$ cat src/rtl/assert_macros.svh
// assertion helpers shared by the rtl files
// all of them sample on clk and are off while arst_n is low
`ifndef ASSERT_MACROS_SVH
`define ASSERT_MACROS_SVH

// general property
`define ASSERT_CLK(lbl, prop, msg) \
	lbl: assert property (@(posedge clk) disable iff (!arst_n) (prop)) \
		else $error(msg);

// same-cycle implication
`define ASSERT_IMPLY(lbl, ante, cons, msg) \
	lbl: assert property (@(posedge clk) disable iff (!arst_n) (ante) |-> (cons)) \
		else $error(msg);

`endif

$ cat src/rtl/cde_pkg.sv
// ----------------------------------------------------------------------------
// cde_pkg
// Types, constants and the UTF-8 encoder shared by the cell diff emitter.
// ----------------------------------------------------------------------------
package cde_pkg;

	typedef enum logic [1:0] {
		TK_MOVE  = 2'd0,
		TK_STYLE = 2'd1,
		TK_TEXT  = 2'd2,
		TK_CLEAR = 2'd3
	} token_kind_t;

	localparam int Q_DEPTH = 4;
	localparam int Q_PTR_W = 2;

	localparam logic [20:0] CP_MAX_1B = 21'h00007F;
	localparam logic [20:0] CP_MAX_2B = 21'h0007FF;
	localparam logic [20:0] CP_MAX_3B = 21'h00FFFF;
	localparam logic [20:0] CP_MAX    = 21'h10FFFF;

	localparam logic [7:0] LEAD_2B = 8'hC0;
	localparam logic [7:0] LEAD_3B = 8'hE0;
	localparam logic [7:0] LEAD_4B = 8'hF0;
	localparam logic [7:0] CONT_B  = 8'h80;

	typedef struct packed {
		logic [2:0]      n;
		logic [3:0][7:0] b;
	} utf8_t;

	// one queued item: what the back end still has to send
	typedef struct packed {
		logic            clear;
		logic            move;
		logic            style_chg;
		logic [2:0]      nbytes;
		logic [8:0]      move_row;
		logic [8:0]      move_col;
		logic [31:0]     style;
		logic [3:0][7:0] bytes;
	} job_t;

	// byte 0 goes out first
	function automatic utf8_t utf8_encode(input logic [20:0] cp);
		utf8_t r;
		r.n = 3'd0;
		r.b = '0;
		if (cp <= CP_MAX_1B) begin
			r.n    = 3'd1;
			r.b[0] = cp[7:0];
		end else if (cp <= CP_MAX_2B) begin
			r.n    = 3'd2;
			r.b[0] = LEAD_2B | {3'b000, cp[10:6]};
			r.b[1] = CONT_B | {2'b00, cp[5:0]};
		end else if (cp <= CP_MAX_3B) begin
			r.n    = 3'd3;
			r.b[0] = LEAD_3B | {4'b0000, cp[15:12]};
			r.b[1] = CONT_B | {2'b00, cp[11:6]};
			r.b[2] = CONT_B | {2'b00, cp[5:0]};
		end else if (cp <= CP_MAX) begin
			r.n    = 3'd4;
			r.b[0] = LEAD_4B | {5'b00000, cp[20:18]};
			r.b[1] = CONT_B | {2'b00, cp[17:12]};
			r.b[2] = CONT_B | {2'b00, cp[11:6]};
			r.b[3] = CONT_B | {2'b00, cp[5:0]};
		end
		return r;
	endfunction

endpackage

$ cat src/rtl/cde_queue.sv
// ----------------------------------------------------------------------------
// cde_queue
// Small job queue between the classifying front end and the token back end.
// ----------------------------------------------------------------------------
`include "assert_macros.svh"

module cde_queue (
	input  logic          clk,
	input  logic          arst_n,
	input  logic          push,
	input  cde_pkg::job_t din,
	output logic          full,
	input  logic          pop,
	output cde_pkg::job_t dout,
	output logic          empty
);
	import cde_pkg::*;

	job_t                 mem_q [Q_DEPTH];
	logic [Q_PTR_W-1:0]   wr_q;
	logic [Q_PTR_W-1:0]   rd_q;
	logic [Q_PTR_W:0]     count_q;

	assign full  = (count_q == (Q_PTR_W+1)'(Q_DEPTH));
	assign empty = (count_q == '0);
	assign dout  = mem_q[rd_q];

	always_ff @(posedge clk) begin
		if (push) begin
			mem_q[wr_q] <= din;
		end
	end

	always_ff @(posedge clk or negedge arst_n) begin
		if (!arst_n) begin
			wr_q    <= '0;
			rd_q    <= '0;
			count_q <= '0;
		end else begin
			if (push) begin
				wr_q <= wr_q + Q_PTR_W'(1);
			end
			if (pop) begin
				rd_q <= rd_q + Q_PTR_W'(1);
			end
			case ({push, pop})
				2'b10:   count_q <= count_q + (Q_PTR_W+1)'(1);
				2'b01:   count_q <= count_q - (Q_PTR_W+1)'(1);
				default: count_q <= count_q;
			endcase
		end
	end

	`ASSERT_IMPLY(a_queue_ptrs, count_q == '0, wr_q == rd_q, "queue pointers disagree with count")

endmodule

$ cat src/rtl/cde_front.sv
// ----------------------------------------------------------------------------
// cde_front
// Tracks raster position, skip, cursor and style; turns each cell pair into
// a job for the back end or drops it.
// ----------------------------------------------------------------------------
`include "assert_macros.svh"

module cde_front #(
	parameter int MAX_COLUMNS = 256,
	parameter int MAX_ROWS    = 256,
	parameter int STYLE_BITS  = 32
) (
	input  logic          clk,
	input  logic          arst_n,
	input  logic [8:0]    cfg_columns,
	input  logic [8:0]    cfg_rows,
	input  logic          push,
	output logic          full,
	input  logic          action,
	input  logic [20:0]   old_codepoint,
	input  logic [31:0]   old_style,
	input  logic [1:0]    old_width,
	input  logic [20:0]   new_codepoint,
	input  logic [31:0]   new_style,
	input  logic [1:0]    new_width,
	input  logic          q_full,
	output logic          q_push,
	output cde_pkg::job_t q_job
);
	import cde_pkg::*;

	localparam int COL_W = (MAX_COLUMNS > 1) ? $clog2(MAX_COLUMNS) : 1;
	localparam int ROW_W = (MAX_ROWS > 1) ? $clog2(MAX_ROWS) : 1;
	localparam logic [8:0] COLS_LIM = 9'(MAX_COLUMNS);
	localparam logic [8:0] ROWS_LIM = 9'(MAX_ROWS);

	logic [COL_W-1:0]      col_q;
	logic [ROW_W-1:0]      row_q;
	logic                  skip_q;
	logic                  known_q;
	logic [ROW_W-1:0]      crow_q;
	logic [9:0]            ccol_q;
	logic [STYLE_BITS-1:0] cur_style_q;

	logic [8:0]            cols_eff;
	logic [8:0]            rows_eff;
	logic [8:0]            col_inc;
	logic [8:0]            row_inc;
	logic                  wrap_col;
	logic                  wrap_row;
	logic [COL_W-1:0]      col_adv;
	logic [ROW_W-1:0]      row_adv;
	logic [STYLE_BITS-1:0] ost;
	logic [STYLE_BITS-1:0] nst;
	logic                  same;
	logic                  mv;
	logic                  st;
	utf8_t                 enc;
	logic [1:0]            w;
	logic [9:0]            ccol_next;
	logic                  take;
	logic                  changed;

	// out-of-range sizes act as the nearest legal value
	assign cols_eff = (cfg_columns == '0) ? 9'd1 : (cfg_columns > COLS_LIM) ? COLS_LIM : cfg_columns;
	assign rows_eff = (cfg_rows == '0) ? 9'd1 : (cfg_rows > ROWS_LIM) ? ROWS_LIM : cfg_rows;

	assign col_inc  = 9'(col_q) + 9'd1;
	assign row_inc  = 9'(row_q) + 9'd1;
	assign wrap_col = (col_inc >= cols_eff);
	assign wrap_row = (row_inc >= rows_eff);
	assign col_adv  = wrap_col ? '0 : col_inc[COL_W-1:0];
	assign row_adv  = wrap_col ? (wrap_row ? '0 : row_inc[ROW_W-1:0]) : row_q;

	assign ost  = old_style[STYLE_BITS-1:0];
	assign nst  = new_style[STYLE_BITS-1:0];
	assign same = (old_codepoint == new_codepoint) && (ost == nst) && (old_width == new_width);
	assign mv   = !known_q || (crow_q != row_q) || (ccol_q != 10'(col_q));
	assign st   = (cur_style_q != nst);
	assign enc  = utf8_encode(new_codepoint);
	assign w    = (new_width == 2'd3) ? 2'd2 : new_width;

	assign ccol_next = (mv ? 10'(col_q) : ccol_q) + 10'(w);

	assign full    = q_full;
	assign take    = push && !full;
	assign changed = !action && !skip_q && !same;
	assign q_push  = take && (action || (changed && (mv || st || (enc.n != '0))));

	always_comb begin
		q_job           = '0;
		q_job.clear     = action;
		q_job.move      = !action && mv;
		q_job.style_chg = !action && st;
		q_job.nbytes    = action ? 3'd0 : enc.n;
		q_job.move_row  = 9'(row_q) + 9'd1;
		q_job.move_col  = 9'(col_q) + 9'd1;
		q_job.style     = 32'(nst);
		q_job.bytes     = enc.b;
	end

	always_ff @(posedge clk or negedge arst_n) begin
		if (!arst_n) begin
			col_q       <= '0;
			row_q       <= '0;
			skip_q      <= 1'b0;
			known_q     <= 1'b0;
			crow_q      <= '0;
			ccol_q      <= '0;
			cur_style_q <= '0;
		end else if (take) begin
			if (action) begin
				col_q       <= '0;
				row_q       <= '0;
				skip_q      <= 1'b0;
				known_q     <= 1'b0;
				crow_q      <= '0;
				ccol_q      <= '0;
				cur_style_q <= '0;
			end else begin
				col_q  <= col_adv;
				row_q  <= row_adv;
				skip_q <= 1'b0;
				if (changed) begin
					known_q     <= 1'b1;
					crow_q      <= row_q;
					ccol_q      <= ccol_next;
					cur_style_q <= nst;
					// a wide cell covers the next one unless the row ends here
					skip_q      <= w[1] && !wrap_col;
				end
			end
		end
	end

	`ASSERT_IMPLY(a_push_room, q_push, !q_full, "job pushed into a full queue")
	`ASSERT_CLK(a_redraw_home, take && action |=> (col_q == '0) && (row_q == '0) && !known_q && !skip_q, "redraw did not reset position")

endmodule

$ cat src/rtl/cde_back.sv
// ----------------------------------------------------------------------------
// cde_back
// Expands jobs into output register tokens, one per cycle unless pop stalls.
// ----------------------------------------------------------------------------
`include "assert_macros.svh"

module cde_back (
	input  logic          clk,
	input  logic          arst_n,
	input  logic          q_empty,
	input  cde_pkg::job_t q_job,
	output logic          q_pop,
	output logic          empty,
	input  logic          pop,
	output logic [1:0]    token_kind,
	output logic [8:0]    move_row,
	output logic [8:0]    move_column,
	output logic [31:0]   style_word,
	output logic [7:0]    text_byte,
	output logic          last_token
);
	import cde_pkg::*;

	job_t        wk_q;
	logic        wk_v_q;
	logic [2:0]  bi_q;

	logic        out_v_q;
	token_kind_t kind_q;
	logic [8:0]  row_q;
	logic [8:0]  col_q;
	logic [31:0] style_q;
	logic [7:0]  byte_q;
	logic        last_q;

	token_kind_t t_kind;
	logic [8:0]  t_row;
	logic [8:0]  t_col;
	logic [31:0] t_style;
	logic [7:0]  t_byte;
	logic        t_last;
	logic        out_free;
	logic        adv;
	logic        load;

	assign out_free = !out_v_q || pop;
	assign adv      = wk_v_q && out_free;
	assign load     = !wk_v_q || (adv && t_last);
	assign q_pop    = load && !q_empty;

	// token order: clear, move, style, then text bytes
	always_comb begin
		t_kind  = TK_TEXT;
		t_row   = '0;
		t_col   = '0;
		t_style = '0;
		t_byte  = '0;
		t_last  = 1'b0;
		if (wk_q.clear) begin
			t_kind = TK_CLEAR;
			t_last = 1'b1;
		end else if (wk_q.move) begin
			t_kind = TK_MOVE;
			t_row  = wk_q.move_row;
			t_col  = wk_q.move_col;
			t_last = !wk_q.style_chg && (wk_q.nbytes == '0);
		end else if (wk_q.style_chg) begin
			t_kind  = TK_STYLE;
			t_style = wk_q.style;
			t_last  = (wk_q.nbytes == '0);
		end else begin
			t_kind = TK_TEXT;
			t_byte = wk_q.bytes[bi_q[1:0]];
			t_last = ((bi_q + 3'd1) == wk_q.nbytes);
		end
	end

	always_ff @(posedge clk or negedge arst_n) begin
		if (!arst_n) begin
			wk_v_q <= 1'b0;
			bi_q   <= '0;
		end else if (load) begin
			wk_v_q <= !q_empty;
			bi_q   <= '0;
		end else if (adv && !wk_q.clear && !wk_q.move && !wk_q.style_chg) begin
			bi_q <= bi_q + 3'd1;
		end
	end

	always_ff @(posedge clk) begin
		if (load) begin
			wk_q <= q_job;
		end else if (adv) begin
			if (wk_q.clear) begin
				wk_q.clear <= 1'b0;
			end else if (wk_q.move) begin
				wk_q.move <= 1'b0;
			end else if (wk_q.style_chg) begin
				wk_q.style_chg <= 1'b0;
			end
		end
	end

	always_ff @(posedge clk or negedge arst_n) begin
		if (!arst_n) begin
			out_v_q <= 1'b0;
		end else if (adv) begin
			out_v_q <= 1'b1;
		end else if (pop) begin
			out_v_q <= 1'b0;
		end
	end

	always_ff @(posedge clk) begin
		if (adv) begin
			kind_q  <= t_kind;
			row_q   <= t_row;
			col_q   <= t_col;
			style_q <= t_style;
			byte_q  <= t_byte;
			last_q  <= t_last;
		end
	end

	assign empty       = !out_v_q;
	assign token_kind  = kind_q;
	assign move_row    = row_q;
	assign move_column = col_q;
	assign style_word  = style_q;
	assign text_byte   = byte_q;
	assign last_token  = last_q;

	`ASSERT_IMPLY(a_clear_alone, wk_v_q && wk_q.clear, !wk_q.move && !wk_q.style_chg && (wk_q.nbytes == '0), "clear job carries other tokens")
	`ASSERT_IMPLY(a_clear_last, out_v_q && (kind_q == TK_CLEAR), last_q, "clear token not marked last")

endmodule

$ cat src/rtl/cell_diff_utf8_emitter.sv
// ----------------------------------------------------------------------------
// cell_diff_utf8_emitter
// Screen cell diff to cursor-move, style and UTF-8 text tokens.
// ----------------------------------------------------------------------------
// Usage:
//   Input channel (push/full): one old/new cell pair per item in raster
//   order, or a redraw item (action high) that homes the position, forgets
//   the cursor, resets the style and yields one clear token.
//   Result channel (empty/pop): tokens, oldest first; last_token marks the
//   final token of an item. Unchanged and covered cells yield nothing.
//   APB port: screen_columns at 0x0, screen_rows at 0x4; write only while idle.
// Timing:
//   An item is classified in the cycle it is taken; its job goes through
//   the job queue and the work register before its first token is in the
//   output register. Items enter at one per cycle while the four-entry job
//   queue has room; tokens leave at one per cycle while the receiver pops.
// Reset clears position, cursor, style and queue; sizes return to 80 x 24.
// When the receiver stalls, the output register holds, the queue fills and
// full rises; unchanged cells still pass while the queue is not full.
// ----------------------------------------------------------------------------
module cell_diff_utf8_emitter #(
	parameter int MAX_COLUMNS = 256,
	parameter int MAX_ROWS    = 256,
	parameter int STYLE_BITS  = 32
) (
	input  logic        clk,
	input  logic        arst_n,
	input  logic        psel,
	input  logic        penable,
	input  logic        pwrite,
	input  logic [2:0]  paddr,
	input  logic [31:0] pwdata,
	output logic [31:0] prdata,
	output logic        pready,
	input  logic        push,
	output logic        full,
	input  logic        action,
	input  logic [20:0] old_codepoint,
	input  logic [31:0] old_style,
	input  logic [1:0]  old_width,
	input  logic [20:0] new_codepoint,
	input  logic [31:0] new_style,
	input  logic [1:0]  new_width,
	output logic        empty,
	input  logic        pop,
	output logic [1:0]  token_kind,
	output logic [8:0]  move_row,
	output logic [8:0]  move_column,
	output logic [31:0] style_word,
	output logic [7:0]  text_byte,
	output logic        last_token
);
	import cde_pkg::*;

	localparam logic REG_COLUMNS = 1'b0;
	localparam logic REG_ROWS    = 1'b1;

	logic [8:0] cols_q;
	logic [8:0] rows_q;
	logic       cfg_wr;
	logic       q_full;
	logic       q_empty;
	logic       q_push;
	logic       q_pop;
	job_t       q_in;
	job_t       q_out;

	assign pready = 1'b1;
	assign cfg_wr = psel && penable && pwrite && pready;

	always_ff @(posedge clk or negedge arst_n) begin
		if (!arst_n) begin
			cols_q <= 9'd80;
			rows_q <= 9'd24;
		end else if (cfg_wr) begin
			unique case (paddr[2])
				REG_COLUMNS: cols_q <= pwdata[8:0];
				REG_ROWS:    rows_q <= pwdata[8:0];
				default:     cols_q <= cols_q;
			endcase
		end
	end

	assign prdata = (paddr[2] == REG_ROWS) ? {23'd0, rows_q} : {23'd0, cols_q};

	cde_front #(
		.MAX_COLUMNS (MAX_COLUMNS),
		.MAX_ROWS    (MAX_ROWS),
		.STYLE_BITS  (STYLE_BITS)
	) u_front (
		.clk           (clk),
		.arst_n        (arst_n),
		.cfg_columns   (cols_q),
		.cfg_rows      (rows_q),
		.push          (push),
		.full          (full),
		.action        (action),
		.old_codepoint (old_codepoint),
		.old_style     (old_style),
		.old_width     (old_width),
		.new_codepoint (new_codepoint),
		.new_style     (new_style),
		.new_width     (new_width),
		.q_full        (q_full),
		.q_push        (q_push),
		.q_job         (q_in)
	);

	cde_queue u_queue (
		.clk    (clk),
		.arst_n (arst_n),
		.push   (q_push),
		.din    (q_in),
		.full   (q_full),
		.pop    (q_pop),
		.dout   (q_out),
		.empty  (q_empty)
	);

	cde_back u_back (
		.clk         (clk),
		.arst_n      (arst_n),
		.q_empty     (q_empty),
		.q_job       (q_out),
		.q_pop       (q_pop),
		.empty       (empty),
		.pop         (pop),
		.token_kind  (token_kind),
		.move_row    (move_row),
		.move_column (move_column),
		.style_word  (style_word),
		.text_byte   (text_byte),
		.last_token  (last_token)
	);

endmodule
$ cat config.mk
export PLATFORM = sky130hd
export DESIGN_NAME = cell_diff_utf8_emitter
export DESIGN_NICKNAME = d
export VERILOG_FILES = /design/src/rtl/cde_pkg.sv /design/src/rtl/cde_queue.sv /design/src/rtl/cde_front.sv /design/src/rtl/cde_back.sv /design/src/rtl/cell_diff_utf8_emitter.sv
export VERILOG_INCLUDE_DIRS = /design/src /design/src/rtl
export SDC_FILE = /design/constraint.sdc
export NUM_CORES = 1
export LEC_CHECK = 0
export BUFFER_PORTS_ARGS = -buffer_cell sky130_fd_sc_hd__buf_2
export CAP_MARGIN = 30
export CORE_MARGIN = 2
export CORE_UTILIZATION = 55
export DETAILED_ROUTE_END_ITERATION = 16
export PLACE_DENSITY = 0.81
export SLEW_MARGIN = 20
export SYNTH_ARGS = -nofsm -noshare
export SYNTH_HDL_FRONTEND = slang
export SYNTH_SLANG_ARGS = --single-unit
export TNS_END_PERCENT = 5
$ cat constraint.sdc
create_clock -name clk -period 6.9 [get_ports clk]
set_input_delay 1.725 -clock clk [delete_from_list [all_inputs] [get_ports clk]]
set_output_delay 1.725 -clock clk [all_outputs]
set_load 0.03 [all_outputs]
== Word-level counts from Yosys, hierarchy flattened ==
Memory sizes are Yosys's and may differ from the RTL's.
Index checks and enable logic that the tools add are counted.

* Output and inout bits: 96
* Register bits after elaboration: 247
* Memory bits (writable): 352
* Memories kept: 1

* Order comparisons: 9
* Multiplexer cells: 51
* Eq/ne operators: 13
* Reduce and logical (&&, ||, !) cells: 58
* Bitwise operators: 3
* Add/sub/neg operators: 8

{| class="wikitable"
|+ Memory list
! name !! depth !! width !! rd ports !! clocked after Yosys merged registers in !! write ports !! line !! source
|-
| u_queue.mem_q || 4 || 88 || 1 || 0 || 1 || cde_queue.sv:19 || <nowiki>job_t mem_q [Q_DEPTH];</nowiki>
|}

{| class="wikitable"
|+ Operator list
! cell !! count
|-
| 2-to-1 mux 8 bit || 10
|-
| 2-to-1 mux 32 bit || 2
|-
| 2-to-1 mux 24 bit || 2
|-
| 2-to-1 mux 9 bit || 5
|-
| 2-to-1 mux 35 bit || 1
|-
| == test 32 bit || 1
|-
| 2-to-1 mux 16 bit || 2
|-
| != test 32 bit || 1
|-
| 2-to-1 mux 10 bit || 3
|-
| 2-to-1 mux 3 bit || 8
|-
| == test 21 bit || 1
|-
| <= comparator 21 x 11 -> 1 bit (second input constant) || 1
|-
| <= comparator 21 x 16 -> 1 bit (second input constant) || 1
|-
| <= comparator 21 bit (second input constant) || 1
|-
| <= comparator 21 x 7 -> 1 bit (second input constant) || 1
|-
| logical AND 1 bit || 19
|-
| adder 8 x 1 -> 9 bit (second input constant) || 2
|-
| >= comparator 9 bit || 2
|-
| greater-than comparator 9 bit (second input constant) || 2
|-
| zero test 9 bit || 2
|-
| binary-select mux 8 bit (select 2 bit) || 1
|-
| zero test 1 bit || 12
|-
| 2-to-1 mux 1 bit || 12
|-
| nonzero test 2 bit || 6
|-
| other kinds (23) || 44
|}

== Logic depth before layout (Yosys ltp) ==
* Word-level depth: 12
* Depth in mapped cells: 14
* Gate-level depth less buffers: 13

== Cells and area by module ==
A second synthesis with hierarchy kept.

* Cells, all modules: 1,432
* Area total of the unflattened synthesis: 25,115.3 µm²

{| class="wikitable"
|+ By module, submodules not included
! module !! cells each !! instances !! area each (µm²)
|-
| cde_queue || 497 || 1 || 13,190.2
|-
| cde_back || 266 || 1 || 5,469.0
|-
| cde_front || 595 || 1 || 5,452.7
|-
| cell_diff_utf8_emitter || 74 || 1 || 1,003.5
|}

== Worst setup path before layout ==
OpenSTA, ideal clock, no wires.

* Path type: input-to-reg
* From: input pop
* To: register u_queue.count_q[2]
* Data arrival time: 5.522 ns
* Slack: 1.299 ns
* Data required time: 6.821 ns
* Cell stages on the path: 9
* Cells stage by stage: nor2_1 -> o311ai_4 -> o31a_4 -> ha_1 -> inv_1 -> fa_1 -> xor2_1 -> nor2_1 -> xor2_1

* Word-level cells in the longest chain between the ends: 7

{| class="wikitable"
|+ Ends and longest elaborated chain
! what !! line !! source
|-
| start: declaration || cell_diff_utf8_emitter.sv:45 || <nowiki>input logic pop,</nowiki>
|-
| logical OR 1 bit * || cde_back.sv:46 || <nowiki>assign out_free = !out_v_q || pop;</nowiki>
|-
| logical AND 1 bit * || cde_back.sv:47 || <nowiki>assign adv = wk_v_q && out_free;</nowiki>
|-
| logical AND 1 bit * || cde_back.sv:48 || <nowiki>assign load = !wk_v_q || (adv && t_last);</nowiki>
|-
| logical OR 1 bit * || cde_back.sv:48 ||
|-
| named net u_back.load || cde_back.sv:44 || <nowiki>logic load;</nowiki>
|-
| logical AND 1 bit * || cde_back.sv:49 || <nowiki>assign q_pop = load && !q_empty;</nowiki>
|-
| named net q_pop || cell_diff_utf8_emitter.sv:64 || <nowiki>logic q_pop;</nowiki>
|-
| == test 2 x 1 -> 1 bit or == test 2 bit (tied branches) || cde_queue.sv:46 || <nowiki>case ({push, pop})</nowiki>
|-
| case mux 3 bit (2 select lines) or nonzero test 2 bit (tied branches) || -- ||
|-
| end signal: assignment || cde_queue.sv:47 || <nowiki>2'b10: count_q <= count_q + (Q_PTR_W+1)'(1);</nowiki>
|-
| end signal: assignment || cde_queue.sv:48 || <nowiki>2'b01: count_q <= count_q - (Q_PTR_W+1)'(1);</nowiki>
|-
| end signal: assignment || cde_queue.sv:49 || <nowiki>default: count_q <= count_q;</nowiki>
|-
| end: declaration || cde_queue.sv:22 || <nowiki>logic [Q_PTR_W:0] count_q;</nowiki>
|}

The timed path passes the listed nets; every way through them passes the cells marked *.
A chain may end at the register's enable or synchronous reset.

== Worst setup path in the final report ==
* From: input new_width[1]
* To: memory u_queue.mem_q[3][28] (netlist bit), enable pin

* Word-level cells in the longest chain between the ends: 9

{| class="wikitable"
|+ Ends and longest elaborated chain
! what !! line !! source
|-
| start: declaration || cell_diff_utf8_emitter.sv:43 || <nowiki>input logic [1:0] new_width,</nowiki>
|-
| == test 2 bit || cde_front.sv:77 || <nowiki>assign same = (old_codepoint == new_codepoint) && (ost == nst) && (old_width == new_width);</nowiki>
|-
| logical AND 1 bit || cde_front.sv:77 ||
|-
| zero test 1 bit || cde_front.sv:87 || <nowiki>assign changed = !action && !skip_q && !same;</nowiki>
|-
| logical AND 1 bit || cde_front.sv:87 ||
|-
| logical AND 1 bit || cde_front.sv:88 || <nowiki>assign q_push = take && (action || (changed && (mv || st || (enc.n != '0))));</nowiki>
|-
| logical OR 1 bit || cde_front.sv:88 ||
|-
| logical AND 1 bit || cde_front.sv:88 ||
|-
| 2-to-1 mux 1 bit || cde_queue.sv:29 || <nowiki>if (push) begin</nowiki>
|-
| 2-to-1 mux 1 bit (implied by the code) || cde_queue.sv:30 || <nowiki>mem_q[wr_q] <= din;</nowiki>
|-
| end: declaration || cde_queue.sv:19 ||
|}

Every way passes these cells.

==> flow_summary.yaml <==
status:
  status: "complete, no violations"
worst_hold_path:
  hp-start: "u_front.ccol_q[8]"
  hold_end: "u_front.ccol_q[8]"
  whs_path_depth: 2
  hp-class: "flop to flop"
logic_synthesis:
  synthCells: 1374
  yosys_warnings: 0
  ys_types: 67
  synth_edf_count: 486
  async_flop_share: 0.168
  synth-seq-cells: 584
  ys_seq_area_frac: 0.710
  synthFlopType: "edfxtp_1"
  netlist_area_mm2: 0.0240
  synth.avg_cell_area_um2: 17.5
grt:
  grt_pass1_wl_um: 79000
  met2_usage: 0.397
  grt_overflow: 0
  antenna_found_initial: 5
  gr-usage-all-layers: 0.237
  grt_pass1_vias: 13200
  grt_util_met1: 0.311
  top_usage_layer: "met2"
  grt_max_degree: 65
  use_met3: 0.0429
worst_setup_path:
  slowest_stage: "and2_4"
  path_buf_inv: 2
  r2r_slack_ns: 3.01
  r2r-end: "u_queue.count_q[2]"
  crit_type: "input port to flop"
  worst_path_largest_cell_delay_ns: 0.69
  required_ns: 7.15
  r2r-start: "u_back.bi_q[0]"
  critical-path-top-delay-family: "compound AO/OA/AOI/OAI gates"
  path_cells: "buf_2, xnor2_1, nand3_1, nor4_1, a41oi_1, o21ai_4, a31oi_2, and2_4, buf_4"
  crit_fanout: 41
  endpoint_kind: "flop"
  cp-start-kind: "input port"
  reg2reg_depth: 12
  worstPathArrival_ns: 4.64
placed_design:
  place_congestion: 0.898
  port_buffers: 199
  post-dp-hpwl_um: 33000
power_and_ir_drop:
  power.share.switching: 0.300
  combPwrFrac: 0.251
  clkPwrFrac: 0.267
  p_switching_uw: 3420
  p_int_uw: 7970
  powerDensity_mw_per_mm2: 414
  peakVddDrop_mv: 0.254
  pwr-share-seq: 0.482
  p_leak_uw: 0.0102
drt:
  drt-initial-drc-count: 1222
  vias: 13100
  viasPerCell: 5.87
  dr.pass1.iters: 5
  routed_wl_um: 52600
  wl_per_cell_um: 23.6
  antenna_left: 0
  drc: 0
sta:
  finalHoldViolations: 0
  fin_setup_tns_ns: 0
  slew_headroom: 0.420
  finalSetupViolCount: 0
  clock-skew-final_ns: 0.0201
  report.final.slew_viol_count: 0
  min_period_over_period: 0.637
  worstMarginPinSlew_ns: 0.870
  max_freq_mhz: 227
  fin_crit_ns: 4.40
  rsz0062_at_grt: "false"
clocking:
  clk_pin_slew_ns: 0.06
  cts-resized-gates: 0
  clkSinkCount: 584
  cts-root-buf: "clkbuf_16"
  ctsHoldBuffers: 0
  cts_setup_buffers: 0
  cts_tree: "built"
  clk_latency_ns: 0.60
  clock_path_buffers: 3
  cts_buffers: 55
  h-tree-depth: 2
floorplan:
  dieWidth_um: 213
  ioPinCount: 249
  start_util: 0.557
  die_area_mm2: 0.0453
  die_y_um: 213
  rows: 76
  coreArea_mm2: 0.0431
flow_run:
  maxCapViolations: 0
cells_and_area:
  final_common_cell: "edfxtp_1"
  final_util: 0.638
  drive_above_1_share: 0.280
  syn_to_final_growth_pct: 14.5
  fin_nets: 1774
  mostFrequentLayoutCells: "edfxtp_1 (486), buf_2 (198), mux4_2 (92), dfrtp_1 (92), xnor2_1 (76)"
==> flip-flops by register name (all words and copies together), names as in the netlist, 9 cells and up <==
signal               cells
u_front.cur_style_q     32
rows_q                   9
u_front.ccol_q          10
u_back.move_row          9
u_queue.mem_q          340
u_back.style_word       32
cols_q                   9
u_back.wk_q             85
u_back.move_column       9
==> cells by family (layout without fill, tap and decap cells) <==
logic type                 Yosys count  after routing  synth area share
adders and majority gates           31             31            0.0167
AOI/OAI and AO/OA                  123            123            0.0403
muxes                              126            126             0.102
DFF                                584            584             0.710
xor gates and xnor gates           129            129            0.0474
other                                2             29          0.000313
and+or+nand+nor                    279            279            0.0627
buffers and inverters              100            339            0.0203
==> worst max path at each step <==
stage	startpoint	endpoint	depth (start not counted)
floorplan	pop	u_queue.count_q[2]	9
global placement	new_width[1]	u_queue.mem_q[3][28]	9
detailed placement	new_width[1]	u_queue.mem_q[2][15]	9
CTS	new_width[1]	u_queue.mem_q[3][23]	9
global route	new_width[1]	u_queue.mem_q[3][28]	9
finish	new_width[1]	u_queue.mem_q[3][28]	9
==> worst min-delay path: stages, from the launching register on <==
cell	delay, ns
dfrtp_1	0.35
nand2_1	0.05
nand2_1	0.05
==> Yosys cell counts, types with 2 or more instances <==
| cell | number | share of area |
|---|---|---|
| a211oi_1 | 6 | 0.0019 |
| clkinv_1 | 2 | 0.00031 |
| or2_2 | 6 | 0.0016 |
| and2_1 | 65 | 0.017 |
| a21oi_1 | 15 | 0.0031 |
| mux2i_1 | 5 | 0.0021 |
| nand3_1 | 20 | 0.0042 |
| and3_1 | 7 | 0.0018 |
| a22o_1 | 57 | 0.021 |
| xnor2_1 | 76 | 0.028 |
| nor2b_1 | 15 | 0.0039 |
| o21ai_1 | 2 | 0.00042 |
| nor2_1 | 41 | 0.0064 |
| nand4b_1 | 2 | 0.00073 |
| xor2_1 | 52 | 0.019 |
| nand2_1 | 58 | 0.0091 |
| clkbuf_1 | 38 | 0.0059 |
| mux4_2 | 92 | 0.086 |
| o31ai_1 | 2 | 0.00063 |
| a2bb2oi_1 | 2 | 0.00073 |
| edfxtp_1 | 486 | 0.61 |
| nand4_1 | 19 | 0.0050 |
| nor3_1 | 7 | 0.0015 |
| buf_4 | 25 | 0.0078 |
| inv_1 | 15 | 0.0023 |
| dfstp_2 | 4 | 0.0044 |
| o21ai_0 | 22 | 0.0046 |
| buf_2 | 9 | 0.0019 |
| conb_1 | 2 | 0.00031 |
| buf_1 | 9 | 0.0014 |
| and2_0 | 2 | 0.00052 |
| a21o_1 | 4 | 0.0013 |
| ha_1 | 28 | 0.015 |
| nand2b_1 | 8 | 0.0021 |
| nor3b_1 | 2 | 0.00063 |
| mux2_2 | 29 | 0.014 |
| dfrtp_1 | 94 | 0.098 |
| nor4_1 | 16 | 0.0042 |
| fa_1 | 2 | 0.0017 |
==> power groups by stage <==
| stage | Combinational [uW] | Sequential, uW | Clock [uW] |
|---|---|---|---|
| after floorplan | 1940 | 5550 | 0 |
| after global placement | 2730 | 5520 | 0 |
| after detailed placement | 2810 | 5580 | 0 |
| after CTS | 2830 | 5530 | 3090 |
| after global routing | 3080 | 5570 | 3220 |
| final | 2860 | 5490 | 3040 |
==> metrics by stage <==
stage / cells / area (um^2) / total power (uW) / hold slack (ns) / worst slack [ns]
2_1_floorplan: 1396 / 24100 / 7490 / 0.440 / 1.30
3_3_place_gp: 2116 / 25600 / 8250 / 0.453 / 1.94
3_5_place_dp: 2116 / 25600 / 8380 / 0.459 / 1.85
4_1_cts: 2217 / 27400 / 11500 / 0.473 / 2.46
5_1_grt: 2222 / 27500 / 11900 / 0.488 / 2.37
6_report: 2225 / 27500 / 11400 / 0.474 / 2.50
==> cell type report <==
cell class                 count  area (um^2)
tap                          585          732
sequential                   584        17100
clock inverter                34          339
fill                        2924        15600
inverter                      18         67.6
clock buffer                  67         1490
multi-input combinational    712         6590
timing repair buffer         220         1200
antenna                        5         12.5
==> routing by layer <==
| layer | vias up | routed length [um] |
|---|---|---|
| met5 | - | 27 |
| met3 | 107 | 3710 |
| met4 | 4 | 1980 |
| met2 | 538 | 26500 |
| li1 | 5687 | - |
| met1 | 6714 | 20400 |
(Power assumes the default switching activity.)
